File: src/rtl/stpf_pkg.sv
package stpf_pkg;

  localparam int FRAC_BITS_DEF = 16;
  localparam int QDEPTH        = 4;
  localparam int QPTR_W        = $clog2(QDEPTH);
  localparam int QCNT_W        = $clog2(QDEPTH + 1);
  localparam int NTMP          = 16;
  localparam int TMP_W         = $clog2(NTMP);
  localparam int PC_W          = 7;

  localparam logic signed [63:0] QMAX    = 64'sh7FFF_FFFF_FFFF_FFFF;
  localparam logic signed [63:0] QONE    = 64'sh0000_0001_0000_0000;
  localparam logic signed [63:0] LUCY_3D = 64'sd107661530903;
  localparam logic signed [63:0] LUCY_2D = 64'sd82027833069;

  typedef struct packed {
    logic [31:0] rest_density;
    logic [31:0] tait_b;
    logic [31:0] particle_mass;
    logic [31:0] smoothing_length;
    logic [31:0] dyn_viscosity;
    logic        dimension_3d;
  } cfg_t;

  typedef enum logic [2:0] {
    CFG_REST_DENSITY,
    CFG_TAIT_B,
    CFG_PARTICLE_MASS,
    CFG_SMOOTHING_LENGTH,
    CFG_DYN_VISCOSITY,
    CFG_DIMENSION_3D
  } cfg_idx_t;

  typedef struct packed {
    logic               cut;
    logic [63:0]        rsq;
    logic signed [31:0] dx;
    logic signed [31:0] dy;
    logic signed [31:0] dz;
    logic signed [31:0] vx;
    logic signed [31:0] vy;
    logic signed [31:0] vz;
    logic [31:0]        rhoi;
    logic [31:0]        rhoj;
  } pair_t;

  typedef enum logic [2:0] {OP_ADD, OP_MUL, OP_DIV, OP_HALF, OP_SQRT, OP_END} op_t;
  typedef enum logic [2:0] {CAP_NONE, CAP_FX, CAP_FY, CAP_FZ, CAP_DRHO, CAP_DE} cap_t;
  typedef enum logic [2:0] {ST_IDLE, ST_FETCH, ST_EXEC, ST_WB, ST_EMIT} st_t;

  // operand sources; codes with the top bit set name a temp register
  localparam logic [4:0] SRC_DX   = 5'd0;
  localparam logic [4:0] SRC_DY   = 5'd1;
  localparam logic [4:0] SRC_DZ   = 5'd2;
  localparam logic [4:0] SRC_VX   = 5'd3;
  localparam logic [4:0] SRC_VY   = 5'd4;
  localparam logic [4:0] SRC_VZ   = 5'd5;
  localparam logic [4:0] SRC_RHOI = 5'd6;
  localparam logic [4:0] SRC_RHOJ = 5'd7;
  localparam logic [4:0] SRC_H    = 5'd8;
  localparam logic [4:0] SRC_M    = 5'd9;
  localparam logic [4:0] SRC_RHO0 = 5'd10;
  localparam logic [4:0] SRC_B    = 5'd11;
  localparam logic [4:0] SRC_MU   = 5'd12;
  localparam logic [4:0] SRC_QONE = 5'd13;
  localparam logic [4:0] SRC_LUCY = 5'd14;
  localparam logic [4:0] SRC_ZERO = 5'd15;

  localparam logic [TMP_W-1:0] T0 = 4'd0;
  localparam logic [TMP_W-1:0] T1 = 4'd1;
  localparam logic [TMP_W-1:0] T2 = 4'd2;
  localparam logic [TMP_W-1:0] T3 = 4'd3;
  localparam logic [TMP_W-1:0] T4 = 4'd4;
  localparam logic [TMP_W-1:0] T5 = 4'd5;
  localparam logic [TMP_W-1:0] T6 = 4'd6;
  localparam logic [TMP_W-1:0] T7 = 4'd7;
  localparam logic [TMP_W-1:0] T8 = 4'd8;
  localparam logic [TMP_W-1:0] T9 = 4'd9;

  typedef struct packed {
    op_t              op;
    logic [TMP_W-1:0] dst;
    logic [4:0]       sa;
    logic [4:0]       sb;
    logic             negb;
    logic             only3d;
    cap_t             cap;
  } uop_t;

  function automatic logic [4:0] ts(input logic [TMP_W-1:0] i);
    return {1'b1, i};
  endfunction

  function automatic uop_t uop(input op_t op, input logic [TMP_W-1:0] dst,
                               input logic [4:0] sa, input logic [4:0] sb,
                               input logic negb, input logic only3d, input cap_t cap);
    uop_t u;
    u.op = op; u.dst = dst; u.sa = sa; u.sb = sb;
    u.negb = negb; u.only3d = only3d; u.cap = cap;
    return u;
  endfunction

  function automatic uop_t uc_rom(input logic [PC_W-1:0] pc);
    uop_t u;
    case (pc)
      // pressure term of i
      7'd0:  u = uop(OP_DIV, T0, SRC_RHOI, SRC_RHO0, 1'b0, 1'b0, CAP_NONE);
      7'd1:  u = uop(OP_MUL, T1, ts(T0), ts(T0), 1'b0, 1'b0, CAP_NONE);
      7'd2:  u = uop(OP_MUL, T1, ts(T1), ts(T0), 1'b0, 1'b0, CAP_NONE);
      7'd3:  u = uop(OP_MUL, T1, ts(T1), ts(T1), 1'b0, 1'b0, CAP_NONE);
      7'd4:  u = uop(OP_MUL, T1, ts(T1), ts(T0), 1'b0, 1'b0, CAP_NONE);
      7'd5:  u = uop(OP_ADD, T1, ts(T1), SRC_QONE, 1'b1, 1'b0, CAP_NONE);
      7'd6:  u = uop(OP_MUL, T1, SRC_B, ts(T1), 1'b0, 1'b0, CAP_NONE);
      7'd7:  u = uop(OP_DIV, T1, ts(T1), SRC_RHOI, 1'b0, 1'b0, CAP_NONE);
      7'd8:  u = uop(OP_DIV, T1, ts(T1), SRC_RHOI, 1'b0, 1'b0, CAP_NONE);
      // pressure term of j
      7'd9:  u = uop(OP_DIV, T0, SRC_RHOJ, SRC_RHO0, 1'b0, 1'b0, CAP_NONE);
      7'd10: u = uop(OP_MUL, T2, ts(T0), ts(T0), 1'b0, 1'b0, CAP_NONE);
      7'd11: u = uop(OP_MUL, T2, ts(T2), ts(T0), 1'b0, 1'b0, CAP_NONE);
      7'd12: u = uop(OP_MUL, T2, ts(T2), ts(T2), 1'b0, 1'b0, CAP_NONE);
      7'd13: u = uop(OP_MUL, T2, ts(T2), ts(T0), 1'b0, 1'b0, CAP_NONE);
      7'd14: u = uop(OP_ADD, T2, ts(T2), SRC_QONE, 1'b1, 1'b0, CAP_NONE);
      7'd15: u = uop(OP_MUL, T2, SRC_B, ts(T2), 1'b0, 1'b0, CAP_NONE);
      7'd16: u = uop(OP_DIV, T2, ts(T2), SRC_RHOJ, 1'b0, 1'b0, CAP_NONE);
      7'd17: u = uop(OP_DIV, T2, ts(T2), SRC_RHOJ, 1'b0, 1'b0, CAP_NONE);
      7'd18: u = uop(OP_ADD, T1, ts(T1), ts(T2), 1'b0, 1'b0, CAP_NONE);
      // kernel derivative
      7'd19: u = uop(OP_SQRT, T0, SRC_ZERO, SRC_ZERO, 1'b0, 1'b0, CAP_NONE);
      7'd20: u = uop(OP_ADD, T0, SRC_H, ts(T0), 1'b1, 1'b0, CAP_NONE);
      7'd21: u = uop(OP_DIV, T0, ts(T0), SRC_H, 1'b0, 1'b0, CAP_NONE);
      7'd22: u = uop(OP_MUL, T0, ts(T0), ts(T0), 1'b0, 1'b0, CAP_NONE);
      7'd23: u = uop(OP_MUL, T0, SRC_LUCY, ts(T0), 1'b0, 1'b0, CAP_NONE);
      7'd24: u = uop(OP_DIV, T0, ts(T0), SRC_H, 1'b0, 1'b0, CAP_NONE);
      7'd25: u = uop(OP_DIV, T0, ts(T0), SRC_H, 1'b0, 1'b0, CAP_NONE);
      7'd26: u = uop(OP_DIV, T0, ts(T0), SRC_H, 1'b0, 1'b0, CAP_NONE);
      7'd27: u = uop(OP_DIV, T0, ts(T0), SRC_H, 1'b0, 1'b0, CAP_NONE);
      7'd28: u = uop(OP_DIV, T0, ts(T0), SRC_H, 1'b0, 1'b1, CAP_NONE);
      7'd29: u = uop(OP_ADD, T0, SRC_ZERO, ts(T0), 1'b1, 1'b0, CAP_NONE);
      // dvr and vsq
      7'd30: u = uop(OP_MUL, T2, SRC_DX, SRC_VX, 1'b0, 1'b0, CAP_NONE);
      7'd31: u = uop(OP_MUL, T3, SRC_DY, SRC_VY, 1'b0, 1'b0, CAP_NONE);
      7'd32: u = uop(OP_ADD, T2, ts(T2), ts(T3), 1'b0, 1'b0, CAP_NONE);
      7'd33: u = uop(OP_MUL, T3, SRC_DZ, SRC_VZ, 1'b0, 1'b0, CAP_NONE);
      7'd34: u = uop(OP_ADD, T2, ts(T2), ts(T3), 1'b0, 1'b0, CAP_NONE);
      7'd35: u = uop(OP_MUL, T3, SRC_VX, SRC_VX, 1'b0, 1'b0, CAP_NONE);
      7'd36: u = uop(OP_MUL, T4, SRC_VY, SRC_VY, 1'b0, 1'b0, CAP_NONE);
      7'd37: u = uop(OP_ADD, T3, ts(T3), ts(T4), 1'b0, 1'b0, CAP_NONE);
      7'd38: u = uop(OP_MUL, T4, SRC_VZ, SRC_VZ, 1'b0, 1'b0, CAP_NONE);
      7'd39: u = uop(OP_ADD, T3, ts(T3), ts(T4), 1'b0, 1'b0, CAP_NONE);
      // viscous term
      7'd40: u = uop(OP_ADD, T4, SRC_MU, SRC_MU, 1'b0, 1'b0, CAP_NONE);
      7'd41: u = uop(OP_DIV, T4, ts(T4), SRC_RHOI, 1'b0, 1'b0, CAP_NONE);
      7'd42: u = uop(OP_DIV, T4, ts(T4), SRC_RHOJ, 1'b0, 1'b0, CAP_NONE);
      7'd43: u = uop(OP_MUL, T4, ts(T4), SRC_M, 1'b0, 1'b0, CAP_NONE);
      7'd44: u = uop(OP_MUL, T4, ts(T4), SRC_M, 1'b0, 1'b0, CAP_NONE);
      7'd45: u = uop(OP_MUL, T4, ts(T4), ts(T0), 1'b0, 1'b0, CAP_NONE);
      // pair force
      7'd46: u = uop(OP_MUL, T5, SRC_M, SRC_M, 1'b0, 1'b0, CAP_NONE);
      7'd47: u = uop(OP_MUL, T5, ts(T5), ts(T1), 1'b0, 1'b0, CAP_NONE);
      7'd48: u = uop(OP_MUL, T5, ts(T5), ts(T0), 1'b0, 1'b0, CAP_NONE);
      7'd49: u = uop(OP_ADD, T5, SRC_ZERO, ts(T5), 1'b1, 1'b0, CAP_NONE);
      // energy and density
      7'd50: u = uop(OP_MUL, T6, ts(T5), ts(T2), 1'b0, 1'b0, CAP_NONE);
      7'd51: u = uop(OP_MUL, T7, ts(T4), ts(T3), 1'b0, 1'b0, CAP_NONE);
      7'd52: u = uop(OP_ADD, T6, ts(T6), ts(T7), 1'b0, 1'b0, CAP_NONE);
      7'd53: u = uop(OP_HALF, T6, ts(T6), SRC_ZERO, 1'b0, 1'b0, CAP_DE);
      7'd54: u = uop(OP_MUL, T7, SRC_M, ts(T2), 1'b0, 1'b0, CAP_NONE);
      7'd55: u = uop(OP_MUL, T7, ts(T7), ts(T0), 1'b0, 1'b0, CAP_DRHO);
      // force
      7'd56: u = uop(OP_MUL, T8, SRC_DX, ts(T5), 1'b0, 1'b0, CAP_NONE);
      7'd57: u = uop(OP_MUL, T9, SRC_VX, ts(T4), 1'b0, 1'b0, CAP_NONE);
      7'd58: u = uop(OP_ADD, T8, ts(T8), ts(T9), 1'b0, 1'b0, CAP_FX);
      7'd59: u = uop(OP_MUL, T8, SRC_DY, ts(T5), 1'b0, 1'b0, CAP_NONE);
      7'd60: u = uop(OP_MUL, T9, SRC_VY, ts(T4), 1'b0, 1'b0, CAP_NONE);
      7'd61: u = uop(OP_ADD, T8, ts(T8), ts(T9), 1'b0, 1'b0, CAP_FY);
      7'd62: u = uop(OP_MUL, T8, SRC_DZ, ts(T5), 1'b0, 1'b0, CAP_NONE);
      7'd63: u = uop(OP_MUL, T9, SRC_VZ, ts(T4), 1'b0, 1'b0, CAP_NONE);
      7'd64: u = uop(OP_ADD, T8, ts(T8), ts(T9), 1'b0, 1'b0, CAP_FZ);
      default: u = uop(OP_END, T0, SRC_ZERO, SRC_ZERO, 1'b0, 1'b0, CAP_NONE);
    endcase
    return u;
  endfunction

endpackage

File: src/rtl/stpf_queue.sv
module stpf_queue (
  input  logic                          clk,
  input  logic                          rst_n,
  input  logic                          push,
  input  stpf_pkg::pair_t               push_item,
  input  logic                          pop,
  output stpf_pkg::pair_t               head,
  output logic                          empty,
  output logic [stpf_pkg::QCNT_W-1:0]   count
);

  stpf_pkg::pair_t                  mem [stpf_pkg::QDEPTH];
  logic [stpf_pkg::QPTR_W-1:0]      wr_r, rd_r;
  logic [stpf_pkg::QCNT_W-1:0]      cnt_r;

  always_ff @(posedge clk) begin
    if (!rst_n) begin
      wr_r  <= '0;
      rd_r  <= '0;
      cnt_r <= '0;
    end else begin
      if (push) begin
        wr_r <= wr_r + 1'b1;
      end
      if (pop) begin
        rd_r <= rd_r + 1'b1;
      end
      if (push && !pop) begin
        cnt_r <= cnt_r + 1'b1;
      end else if (pop && !push) begin
        cnt_r <= cnt_r - 1'b1;
      end
    end
    if (push) begin
      mem[wr_r] <= push_item;
    end
  end

  assign head  = mem[rd_r];
  assign empty = (cnt_r == '0);
  assign count = cnt_r;

endmodule

File: config.mk
export PLATFORM = sky130hd
export DESIGN_NAME = stpf_queue
export DESIGN_NICKNAME = d
export VERILOG_FILES = /design/src/rtl/stpf_pkg.sv /design/src/rtl/stpf_queue.sv
export SDC_FILE = /design/constraint.sdc
export NUM_CORES = 1
export LEC_CHECK = 0
export BUFFER_PORTS_ARGS = -buffer_cell sky130_fd_sc_hd__buf_2
export CORE_MARGIN = 5
export CORE_UTILIZATION = 51
export DETAILED_ROUTE_END_ITERATION = 16
export PLACE_DENSITY = 0.72
export SYNTH_ARGS = -nofsm -noshare
export SYNTH_HDL_FRONTEND = slang
export SYNTH_SLANG_ARGS = --single-unit
File: constraint.sdc
create_clock -name clk -period 12.9 [get_ports clk]
set_input_delay 3.225 -clock clk [delete_from_list [all_inputs] [get_ports clk]]
set_output_delay 3.225 -clock clk [all_outputs]
set_load 0.005 [all_outputs]
# Word level (Yosys, flattened, before mapping)
# Memory sizes are Yosys's and may differ from the RTL's. A register that Yosys moved wholly into a read port is not among the register bits.
# Index checks and enable logic that the tools add are counted.
# totals
rom_bits,0
n_memories,1
reg_bits,7
out_inout_bits,325
latch_bits,0
ramBits,1284
# op_classes
magnitude_cmp,0
mux,6
n_reduce_logical,6
n_addsub,4
div,0
bitwise_logic,0
n_mul,0
n_shift,0
eq_ne,0
# memory_table
name,depth,word_bits,read_ports,rd_clocked_by_memory_dff,write_ports,line,text
mem,4,321,1,1,1,stpf_queue.sv:12,stpf_pkg::pair_t mem [stpf_pkg::QDEPTH];
# op_table
operator,count
two-way mux 3 bit,2
adder 2 x 1 -> 2 bit (second input constant),2
two-way mux 2 bit,2
adder 3 x 1 -> 3 bit (second input constant),1
zero test 3 bit,1
subtractor 3 x 1 -> 3 bit (second input constant),1
logical AND 1 bit,2
zero test 1 bit,2
two-way mux 1 bit,2
nonzero test 2 bit,1

# Logic depth before layout (Yosys ltp)
# Gate-level depths: netlist of the first run.
# logic_depth
word_depth,4
depth_mapped,7
mapped_depth_nobuf,7

# Least setup slack after synthesis of the first run
# No wires, ideal clock.
# synth_timing
kind,input port to flip-flop
start,input push
end,memory mem[0][0] (netlist name) (enable)
path_stages,1
required_ps,12177
path_slack_ps,1718
arrival_time_ps,10459
path_cell_list,and2_1
# synth_via
elab_chain_len,2
# synth_lines
element,line,text
"start, declared",stpf_queue.sv:4,"input logic push,"
two-way mux 1 bit,stpf_queue.sv:34,if (push) begin
two-way mux 1 bit (not written as such),stpf_queue.sv:35,mem[wr_r] <= push_item;
"end, declared",stpf_queue.sv:12,
# Every way passes these cells.

==> results of run 1 <==
[sequential cells by signal, summed over array words and instances, names as in the netlist, named ones only]
| signal | count |
|---|---|
| count | 3 |
| mem | 1284 |
| wr_r | 2 |
| rd_r | 2 |
[cell usage after synthesis, types with 2 or more instances]
library cell  number
edfxtp_1        1284
mux4_2           321
buf_12            32
buf_2             30
and2_1             9
dfxtp_1            9
clkbuf_1           6
ha_1               5
inv_1              4
buf_4              3
xor2_1             3
mux2i_1            2
nor2b_1            2
xnor2_1            2
[cells in the final DEF, fill, tap and decap left out]
cell type,instances
clkinv_2,18
or3_1,1
clkbuf_1,27
xor2_1,3
mux2i_1,2
edfxtp_1,1284
buf_12,12
inv_6,6
mux4_2,321
fa_1,1
a21boi_0,1
clkbuf_16,136
buf_2,649
clkinv_8,3
and2_1,5
dfxtp_1,7
nand2_1,1
dfxtp_4,2
ha_1,5
inv_16,1
bufinv_16,9
inv_1,4
o21ai_0,1
nor2b_1,2
diode_2,36
clkinv_1,26
clkinvlp_4,1
inv_8,1
xnor2_1,2
and2_4,4
buf_4,1
nor3_1,1
[kinds of logic (layout without fill, tap and decap cells)]
family,count (synthesis),in the layout
and+or+nand+nor,14,14
DFF,1293,1293
buffers and inverters,76,894
xor gates and xnor gates,5,5
other,0,36
muxes,323,323
AOI/OAI and AO/OA,2,2
adders and majority gates,6,6
[final timing paths]
check                       start               endpoint  slack [ns]
max                     flip-flop               head[15]        6.17
min          wr_r[1]$_SDFFE_PN0P_   wr_r[1]$_SDFFE_PN0P_        0.57
max reg2reg  wr_r[0]$_SDFFE_PN0P_  mem[2][195]$_DFFE_PP_       10.40
min reg2reg  wr_r[1]$_SDFFE_PN0P_   wr_r[1]$_SDFFE_PN0P_        0.57
[per-stage QoR]
stage          worst slack, ns  util, %  std cells
6_report                  6.17     60.5       3759
5_1_grt                   5.75     60.4       3744
4_1_cts                   5.96     60.4       3723
3_5_place_dp              6.75     55.9       3495
3_3_place_gp              6.75     55.9       3495
2_1_floorplan             1.72        -       1719
[layout make-up]
class,count,area (um^2),share of cell area (%)
Inverter,4,15.0,0.0271
Tap cell,1186,1480,2.68
Clock buffer,163,3500,6.32
Timing Repair Buffer,662,3500,6.31
Multi-Input combinational cell,350,7480,13.5
Antenna cell,36,90.1,0.163
Sequential cell,1293,38700,69.9
Clock inverter,65,598,1.08
[metal layers]
layer / share of wire [%] / GRT usage (%)
met4: 4.2 / 8.91
met1: 36 / 23.4
met3: 8.3 / 6.63
met5: 0.13 / 0
met2: 52 / 32.4
[worst reg2reg max path: cells and delay by family (launching register included)]
family,cells,cell delay [ns]
AND/OR/NAND/NOR,1,0.58
flip-flops,1,0.35
adder cells (fa/ha/maj),1,0.16
buffers and inverters,2,0.59
[where the power goes]
| group | internal, mW | total (mW) | switching [mW] |
|---|---|---|---|
| Combinational | 0.380 | 0.811 | 0.430 |
| Clock | 2.11 | 3.59 | 1.48 |
| Sequential | 4.84 | 4.89 | 0.0544 |
==> out/qor.txt, run 1 <==
Post-detail-place hpwl = 59400 um
Largest net degree at the start of global routing = 152
Starting DRT DRC Count = 1886
Gr ovfl total = 0
Final setup viols = 0
Slew HR = 18.1%
DRC viols = 0
Layout cells sized above 1 = 45.9%
Hold WC Path Type = flip-flop to flip-flop
CP Depth = 3
Number of I/O port buffers = 649
Area share of the largest cell type after synthesis = 81.9%
Total Power = 9.29 mW
Die Y = 314 um
Synth Area per Inst = 27.4 um^2
Post-Synthesis Cells = 1719
Power Dens Cells = 168 nW/um^2
Hold depth = 2
Crit-path max FO = 123
Cells on worst reg2reg path = 4
CTS root buffer = clkbuf_16
Worst-Margin Slew = 1.23 ns
Hold_buf cts = 0
Total Neg Setup Slack = 0 ns
Initial DRT Pass Iterations = 5
CTS Buf Count = 132
Via/cell ratio = 5.57
DRT Wirelength = 96700 um
CP startpoint kind = flip-flop
Clock Path Buffers = 3
Starting Density = 51.4%
Main combinational cell family by area after synthesis = multiplexers
Layout Area Growth over Synthesis = 17.7%
Initial antenna violation count = 44
Status = finished clean
Number of synthesized register bits = 1293
Mux contribution to synthesized area = 15.4%
RSZ-0062 raised after global routing = false
Final Hold Viols = 0
Min cycle time layout = 6.73 ns
Max-cap violations = 0
CTS sink cnt = 1293
Skew final = 0.0163 ns
Yosys warnings = 0
TritonCTS clock tree = yes
Post-layout instance area = 55400 um^2
Worst Setup End Kind = output pin
Latest clock arrival within the worst-skew pair = 0.71 ns
CP required = 9.68 ns
Maximum VDD drop = 0.174 mV
Slowest CP cell = dfxtp_4
Layout fillers = 6293
Fin crit share = 52.2%
Crit path kind = flip-flop to output pin
CP peak stage delay = 0.98 ns
H-Tree Depth = 4
Mapped Area = 47100 um^2
Final Max Tran Viols = 0
Synth area leader = edfxtp_1
DR vias = 20.9k
I/O pin count = 650
Global-route wire length before repair = 142000 um
Num rows = 111
Post-Synth XOR/XNOR Area = 0.0930%
Nets@finish = 2774
Vias in the first global route = 22.2k
All-Layer GR Usage = 19.5%
Post-route ant nets = 0
Core Box Area = 91700 um^2
Max Freq = 149 MHz
Reg clk slew, reported paths = 0.05 ns
# resized after CTS = 0
Wire per inst = 25.7 um
Critical path buffers and inverters = 2
Adder-cell share of the synthesized area = 0.175%
Post-Synth Simple-Gate Area = 0.178%
Post-CTS Setup Bufs = 0
Post-synth EDFFs = 1284
Worst-path cell chain = buf_12 -> mux4_2 -> buf_2
Top FF cell, synth = edfxtp_1
Net count after synthesis = 2050
WP data arrival = 3.51 ns
Post-DP Area = 51200 um^2
Die width = 314 um
FFs w/ async S/R, synth = 0%
Compound-Gate Fraction of Synth Area = 0.0266%
Sequential share of the synthesized area = 82.3%
Area contributors post-synth = edfxtp_1 82%, mux4_2 15%, buf_12 1.4%
Distinct cell type count after synthesis = 21
GPL Wtd Cong = 0.773
Hold Slack = 0.571 ns
Top delay family on crit path = flip-flops
Leak = 18.4 nW
Die ar. = 98500 um^2
Note: power is estimated with default switching activity, not from simulation.
==> run 2: changes to the inputs <==
Settings changed: PLACE_DENSITY 0.72 to 0.75.
Clock period 12.9 ns to 5.8 ns, I/O delays scaled along.
==> run 2 against run 1 <==
  * Sequential power up 120%
  * Routed wire length up 2.2%
  * Global-route usage up 0.46 points
  * Power up 120%
  * Critical path depth unchanged
  * Cell area about the same
  * Cell count up 0.90%
  * Critical path type unchanged
  * Critical endpoint is now head[149]
  * Largest cell class unchanged
==> out/qor.txt, run 2 (synthesized netlist as in run 1, its figures left out) <==
Status = finished clean (unchanged)
Hold_sp = wr_r[1]$_SDFFE_PN0P_ (unchanged)
Via/cell ratio = 5.59 (was 5.57)
Max reg flops = 1284 (unchanged)
Gr ovfl total = 0 (unchanged)
Hold_buf cts = 0 (unchanged)
Hold Path Sink = wr_r[1]$_SDFFE_PN0P_ (unchanged)
Latest clock arrival within the worst-skew pair = 0.69 ns (was 0.71 ns)
RSZ-0062 raised after global routing = false (unchanged)
TritonCTS clock tree = yes (unchanged)
Cells on worst reg2reg path = 4 (unchanged)
# resized after CTS = 0 (unchanged)
Most frequent cells in the layout = 1284 x edfxtp_1, 649 x buf_2, 321 x mux4_2 (unchanged)
Post-DP Area = 51600 um^2 (was 51200 um^2)
Final Hold Viols = 0 (unchanged)
Layout cells sized above 1 = 46.2% (was 45.9%)
H-Tree Depth = 3 (was 4)
Most flop-heavy register = mem (unchanged)
Worst-path cell chain = buf_4 -> mux4_2 -> buf_2 (was buf_12 -> mux4_2 -> buf_2)
Vias in the first global route = 22.6k (was 22.2k)
Num rows = 111 (unchanged)
All-Layer GR Usage = 20.0% (was 19.5%)
Initial DRT Pass Iterations = 5 (unchanged)
Post-detail-place hpwl = 64400 um (was 59400 um)
Final setup viols = 0 (unchanged)
Wire per inst = 26.1 um (was 25.7 um)
Slew HR = 31.9% (was 18.1%)
FF-to-FF End = mem[0][319]$_DFFE_PP_ (was mem[2][195]$_DFFE_PP_)
Hold depth = 2 (unchanged)
Worst-Margin Slew = 1.02 ns (was 1.23 ns)
Post-CTS Setup Bufs = 0 (unchanged)
Slowest CP cell = dfxtp_4 (unchanged)
Core Box Area = 91700 um^2 (unchanged)
Die width = 314 um (unchanged)
CP required = 4.35 ns (was 9.68 ns)
DR vias = 21.2k (was 20.9k)
Critical R2R Launch = wr_r[0]$_SDFFE_PN0P_ (unchanged)
CTS root buffer = clkbuf_16 (unchanged)
Post-layout instance area = 55400 um^2 (about the same)
DP Worst Slack = 2.08 ns (was 6.75 ns)
Max-cap violations = 0 (unchanged)
GPL Wtd Cong = 0.775 (was 0.773)
Clock Path Buffers = 3 (unchanged)
Global-route wire length before repair = 147000 um (was 142000 um)
Min cycle time layout = 4.33 ns
Die ar. = 98500 um^2 (unchanged)
Die Y = 314 um (unchanged)
Reg clk slew, reported paths = 0.06 ns (was 0.05 ns)
Leak = 18.5 nW (was 18.4 nW)
Crit-path max FO = 33 (was 123)
Finished Layout Cells = 3793 (was 3759)
DRT Wirelength = 98900 um (was 96700 um)
Fin crit share = 74.6%
Layout fillers = 6256 (was 6293)
Nets@finish = 2804 (was 2774)
CP peak stage delay = 0.82 ns (was 0.98 ns)
Worst Setup End Kind = output pin (unchanged)
DP Cell Count = 3536 (was 3495)
Most common cell after layout, fill and taps aside = edfxtp_1 (unchanged)
Starting DRT DRC Count = 1747 (was 1886)
Starting Density = 51.4% (unchanged)
Largest net degree at the start of global routing = 91 (was 152)
Power Dens Cells = 362 nW/um^2 (was 168 nW/um^2)
Max Freq = 231 MHz
DRC viols = 0 (unchanged)
Maximum VDD drop = 0.318 mV (was 0.174 mV)
Layout Area Growth over Synthesis = 17.7% (about the same)
Total Neg Setup Slack = 0 ns (unchanged)
CP startpoint kind = flip-flop (unchanged)
Final setup margin = 1.47 ns (was 6.17 ns)
Skew final = 0.0267 ns (was 0.0163 ns)
I/O pin count = 650 (unchanged)
CTS Buf Count = 121 (was 132)
Number of I/O port buffers = 649 (unchanged)
WP data arrival = 2.88 ns (was 3.51 ns)
Crit path kind = flip-flop to output pin (unchanged)
Initial antenna violation count = 43 (was 44)
Post-route ant nets = 0 (unchanged)
Hold WC Path Type = flip-flop to flip-flop (unchanged)
Final Max Tran Viols = 0 (unchanged)
FF-to-FF setup slack = 3.40 ns (was 10.40 ns)
CTS sink cnt = 1293 (unchanged)
-- run 2: cell count changes in the layout (fill, tap and decap cells not counted), sizes merged --
cell      previous run  this run
buf                662       703
clkbuf             163       165
bufinv               9         3
inv                 12         9
clkinv              47        46
clkinvlp             1         4
diode               36        34
-- run 2: power by group --
group | total, mW | internal (mW) | switching [mW]
registers | 10.9 | 10.7 | 0.127
clock network | 7.33 | 4.13 | 3.20
logic | 1.85 | 0.873 | 0.976
-- run 2: final cells by class --
type	count	area, um^2	share of cell area, %
clock inverter	58	373	0.673
tap	1186	1480	2.68
inverter	4	15.0	0.0271
clock buffer	165	3330	6.01
antenna	34	85.1	0.154
multi-input combinational	350	7480	13.5
sequential	1293	38700	69.9
timing repair buffer	703	3900	7.04
-- run 2: worst max-delay path by stage --
| stage | start | end | depth (start not counted) |
|---|---|---|---|
| finish | flip-flop | head[149] | 3 |
| global route | flip-flop | head[149] | 3 |
| CTS | flip-flop | head[149] | 3 |
| detailed placement | flip-flop | head[149] | 3 |
| global placement | flip-flop | head[154] | 3 |
| floorplan | push | mem[0][0]$_DFFE_PP_ | 1 |
-- run 2: critical path, delay by kind of cell (launching register included) --
kind                   cells  cell delay, ns
multiplexers               1            0.60
flip-flops                 1            0.82
buffers and inverters      2            0.72
-- run 2: per-layer routing --
| layer | GRT usage, % | vias to the layer above | part of all wire [%] |
|---|---|---|---|
| li1 | - | 9073 | - |
| met1 | 24.2 | 11094 | 35 |
| met2 | 34.1 | 822 | 53 |
| met3 | 5.41 | 197 | 8.1 |
| met4 | 8.83 | 20 | 3.7 |
| met5 | 0 | - | 0.13 |
-- run 2: stage by stage --
stage / hold WS (ns) / total power, mW / util, %
floorplan: 0.493 / 12.1 / -
global placement: 0.538 / 12.9 / 56.3
detailed placement: 0.572 / 13.0 / 56.3
CTS: 0.580 / 20.3 / 60.4
global route: 0.603 / 20.8 / 60.4
finish: 0.574 / 20.0 / 60.5
==> run 3: changes to the inputs <==
Settings changed: ABC_AREA set to 1, PLACE_DENSITY 0.75 to 0.72.
Clock period 5.8 ns to 4.44 ns, I/O delays scaled along.
==> run 3 against run 2 <==
  * Flip-flop and latch count stayed put
  * First-iteration DRC count is 42% higher
  * Clock skew is 0.0049 ns lower
  * Non-clock buffer count is 18 higher
  * Global-route usage is 1.9 points higher
  * Cell area is 2.3% higher
  * Hold slack worse by 0.12 ns
  * Synthesized cell count is 84% higher
  * Clock-buffer cell count is 13 lower
  * Clock power is 43% higher
  * Combinational power is 26% higher
  * Register-to-register slack worse by 1.1 ns
  * Critical endpoint is now head[37]
  * Largest power group unchanged
  * Highest routed layer unchanged
==> out/qor.txt, run 3 <==
Status = finished clean (unchanged)
DRC viols = 0 (unchanged)
Die width = 316 um (was 314 um)
Global-route wire length before repair = 167000 um (was 147000 um)
Crit-path max FO = 82 (was 33)
Die Y = 316 um (was 314 um)
Worst-Margin Slew = 0.926 ns (was 1.02 ns)
TritonCTS clock tree = yes (unchanged)
Post-synth EDFFs = 1284 (unchanged)
Post-Synthesis Cells = 3161 (was 1719)
Slew HR = 38.2% (was 31.9%)
Gr ovfl total = 0 (unchanged)
Max-cap violations = 0 (unchanged)
All-Layer GR Usage = 21.9% (was 20.0%)
H-Tree Depth = 4 (was 3)
Final setup viols = 0 (unchanged)
Num rows = 112 (was 111)
Final Max Tran Viols = 0 (unchanged)
Area contributors post-synth = edfxtp_1 81%, nor2_1 5.1%, o21ai_0 4.3% (was edfxtp_1 82%, mux4_2 15%, buf_12 1.4%)
Total Neg Setup Slack = 0 ns (unchanged)
RSZ-0062 raised after global routing = false (unchanged)
Wire per inst = 21.7 um (was 26.1 um)
Most flop-heavy register = mem (unchanged)
Skew final = 0.0218 ns (was 0.0267 ns)
Layout cells sized above 1 = 23.4% (was 46.2%)
Synth area leader = edfxtp_1 (unchanged)
Crit path kind = flip-flop to output pin (unchanged)
Vias in the first global route = 28.0k (was 22.6k)
Initial antenna violation count = 61 (was 43)
Final setup margin = 0.639 ns (was 1.47 ns)
FFs w/ async S/R, synth = 0% (unchanged)
Yosys warnings = 0 (unchanged)
CTS Buf Count = 130 (was 121)
Most common cell after layout, fill and taps aside = edfxtp_1 (unchanged)
Critical R2R Launch = wr_r[0]$_SDFFE_PN0P_ (unchanged)
Sequential share of the synthesized area = 81.3% (was 82.3%)
CP required = 3.33 ns (was 4.35 ns)
Area share of the largest cell type after synthesis = 80.9% (was 81.9%)
Power Dens Cells = 474 nW/um^2 (was 362 nW/um^2)
Met2 GRT Util = 36.0% (was 34.1%)
Critical Path Sink = head[37] (was head[149])
Most common cell in the netlist = edfxtp_1 (unchanged)
WP data arrival = 2.69 ns (was 2.88 ns)
Nets@finish = 4132 (was 2804)
Worst Setup End Kind = output pin (unchanged)
# resized after CTS = 0 (unchanged)
Maximum VDD drop = 0.367 mV (was 0.318 mV)
Max reg flops = 1284 (unchanged)
Met1 global-route usage = 26.8% (was 24.2%)
Top post-synthesis cells by count = 1284 x edfxtp_1, 647 x nor2_1, 407 x o21ai_0 (was 1284 x edfxtp_1, 321 x mux4_2, 32 x buf_12)
Post-route ant nets = 0 (unchanged)
GPL Wtd Cong = 0.765 (was 0.775)
Busiest layer in global routing = met2 (unchanged)
Hold_buf cts = 0 (unchanged)
CTS sink cnt = 1293 (unchanged)
Post-CTS Setup Bufs = 0 (unchanged)
Synth Area per Inst = 15.1 um^2 (was 27.4 um^2)
CP startpoint kind = flip-flop (unchanged)
Layout Area Growth over Synthesis = 19.0% (was 17.7%)
Met3 usage in global routing = 7.43% (was 5.41%)
Mapped Area = 47600 um^2 (was 47100 um^2)
DP Worst Slack = 1.37 ns (was 2.08 ns)
Reg clk slew, reported paths = 0.06 ns (about the same)
Min cycle time layout = 3.80 ns
Number of synthesized register bits = 1293 (unchanged)
Starting DRT DRC Count = 2474 (was 1747)
Net count after synthesis = 3492 (was 2050)
Hold Slack = 0.454 ns (was 0.574 ns)
Post-detail-place hpwl = 68100 um (was 64400 um)
FF-to-FF End = mem[0][182]$_DFFE_PP_ (was mem[0][319]$_DFFE_PP_)
Core Box Area = 93000 um^2 (was 91700 um^2)
Final Hold Viols = 0 (unchanged)
Leak = 19.5 nW (was 18.5 nW)
Die ar. = 99600 um^2 (was 98500 um^2)
Fin crit share = 85.6%
Distinct cell type count after synthesis = 19 (was 21)
I/O pin count = 650 (unchanged)
Most frequent cells in the layout = 1284 x edfxtp_1, 649 x buf_2, 647 x nor2_1 (was 1284 x edfxtp_1, 649 x buf_2, 321 x mux4_2)
Latest clock arrival within the worst-skew pair = 0.73 ns (was 0.69 ns)
Top FF cell, synth = edfxtp_1 (unchanged)
CTS root buffer = clkbuf_16 (unchanged)
DRT Wirelength = 113000 um (was 98900 um)
Via/cell ratio = 5.56 (was 5.59)
Cells on worst reg2reg path = 6 (was 4)
Clock Path Buffers = 3 (unchanged)
Number of I/O port buffers = 649 (unchanged)
Initial DRT Pass Iterations = 7 (was 5)
Hold WC Path Type = flip-flop to flip-flop (unchanged)
Largest net degree at the start of global routing = 173 (was 91)
FF-to-FF setup slack = 2.28 ns (was 3.40 ns)
DR vias = 28.9k (was 21.2k)
Max Freq = 263 MHz
Starting Density = 51.2% (was 51.4%)
-- run 3: cell types whose count changed in the layout (fill, tap and decap cells not counted), sizes merged, moves of 5 or more --
| cell | change |
|---|---|
| and2 | -9 |
| buf | +18 |
| bufinv | +7 |
| clkbuf | -13 |
| clkinv | +13 |
| clkinvlp | +5 |
| diode | +15 |
| inv | +9 |
| mux4 | -321 |
| nand2 | +8 |
| nor2 | +647 |
| o21ai | +647 |
| o22ai | +321 |
-- run 3: how the worst min path moves through the flow --
stage	from	endpoint	slack [ns]	cells after the start
3_5_place_dp	rd_r[1]$_SDFFE_PN0P_	flip-flop	0.44	1
3_3_place_gp	rd_r[1]$_SDFFE_PN0P_	flip-flop	0.43	1
6_report	rd_r[1]$_SDFFE_PN0P_	flip-flop	0.45	1
2_1_floorplan	rd_r[1]$_SDFFE_PN0P_	flip-flop	0.41	1
4_1_cts	rd_r[1]$_SDFFE_PN0P_	flip-flop	0.45	1
5_1_grt	rd_r[1]$_SDFFE_PN0P_	flip-flop	0.47	1
-- run 3: cells by family (layout without fill, tap and decap cells) --
| group | Yosys count | count (layout) | synth area share [%] |
|---|---|---|---|
| flops | 1293 | 1293 | 81.3 |
| compound gates | 973 | 973 | 11.1 |
| simple gates | 659 | 659 | 5.20 |
| buf+inv | 230 | 969 | 2.26 |
| fa+ha+maj | 6 | 6 | 0.173 |
| other cells | 0 | 49 | 0 |
-- run 3: per-layer routing --
layer / vias to the layer above / share of wire [%]
li1: 13387 / -
met1: 14302 / 38
met2: 988 / 50
met3: 210 / 8.8
met4: 24 / 3.3
met5: - / 0.13
-- run 3: cell type report --
class / count / area, um^2
Antenna cell: 49 / 123
Clock buffer: 152 / 3400
Clock inverter: 79 / 708
Fill cell: 6878 / 36400
Inverter: 17 / 93.8
Multi-Input combinational cell: 1638 / 7900
Sequential cell: 1293 / 38700
Tap cell: 1254 / 1570
Timing Repair Buffer: 721 / 4150
-- run 3: where the power goes --
group          total [mW]  switching, mW  leakage (nW)  internal [mW]
Sequential           14.1          0.113          11.9           14.0
Clock                10.5           4.39          2.00           6.07
Combinational        2.33           1.54          5.68          0.794
-- run 3: critical path, cell delays in order (launching register included) --
cell     delay (ns)
dfxtp_4        0.57
buf_4          0.68
o21ai_0        0.26
o22ai_1        0.26
buf_2          0.18
-- run 3: per-stage QoR --
stage	util (%)	std cells	cell area, um^2	total power [mW]
global placement	56.4	4923	52500	16.6
finish	60.9	5203	56700	26.9
detailed placement	56.4	4923	52500	16.7
CTS	60.8	5154	56600	27.1
floorplan	-	3161	47700	15.6
global route	60.9	5187	56600	27.9
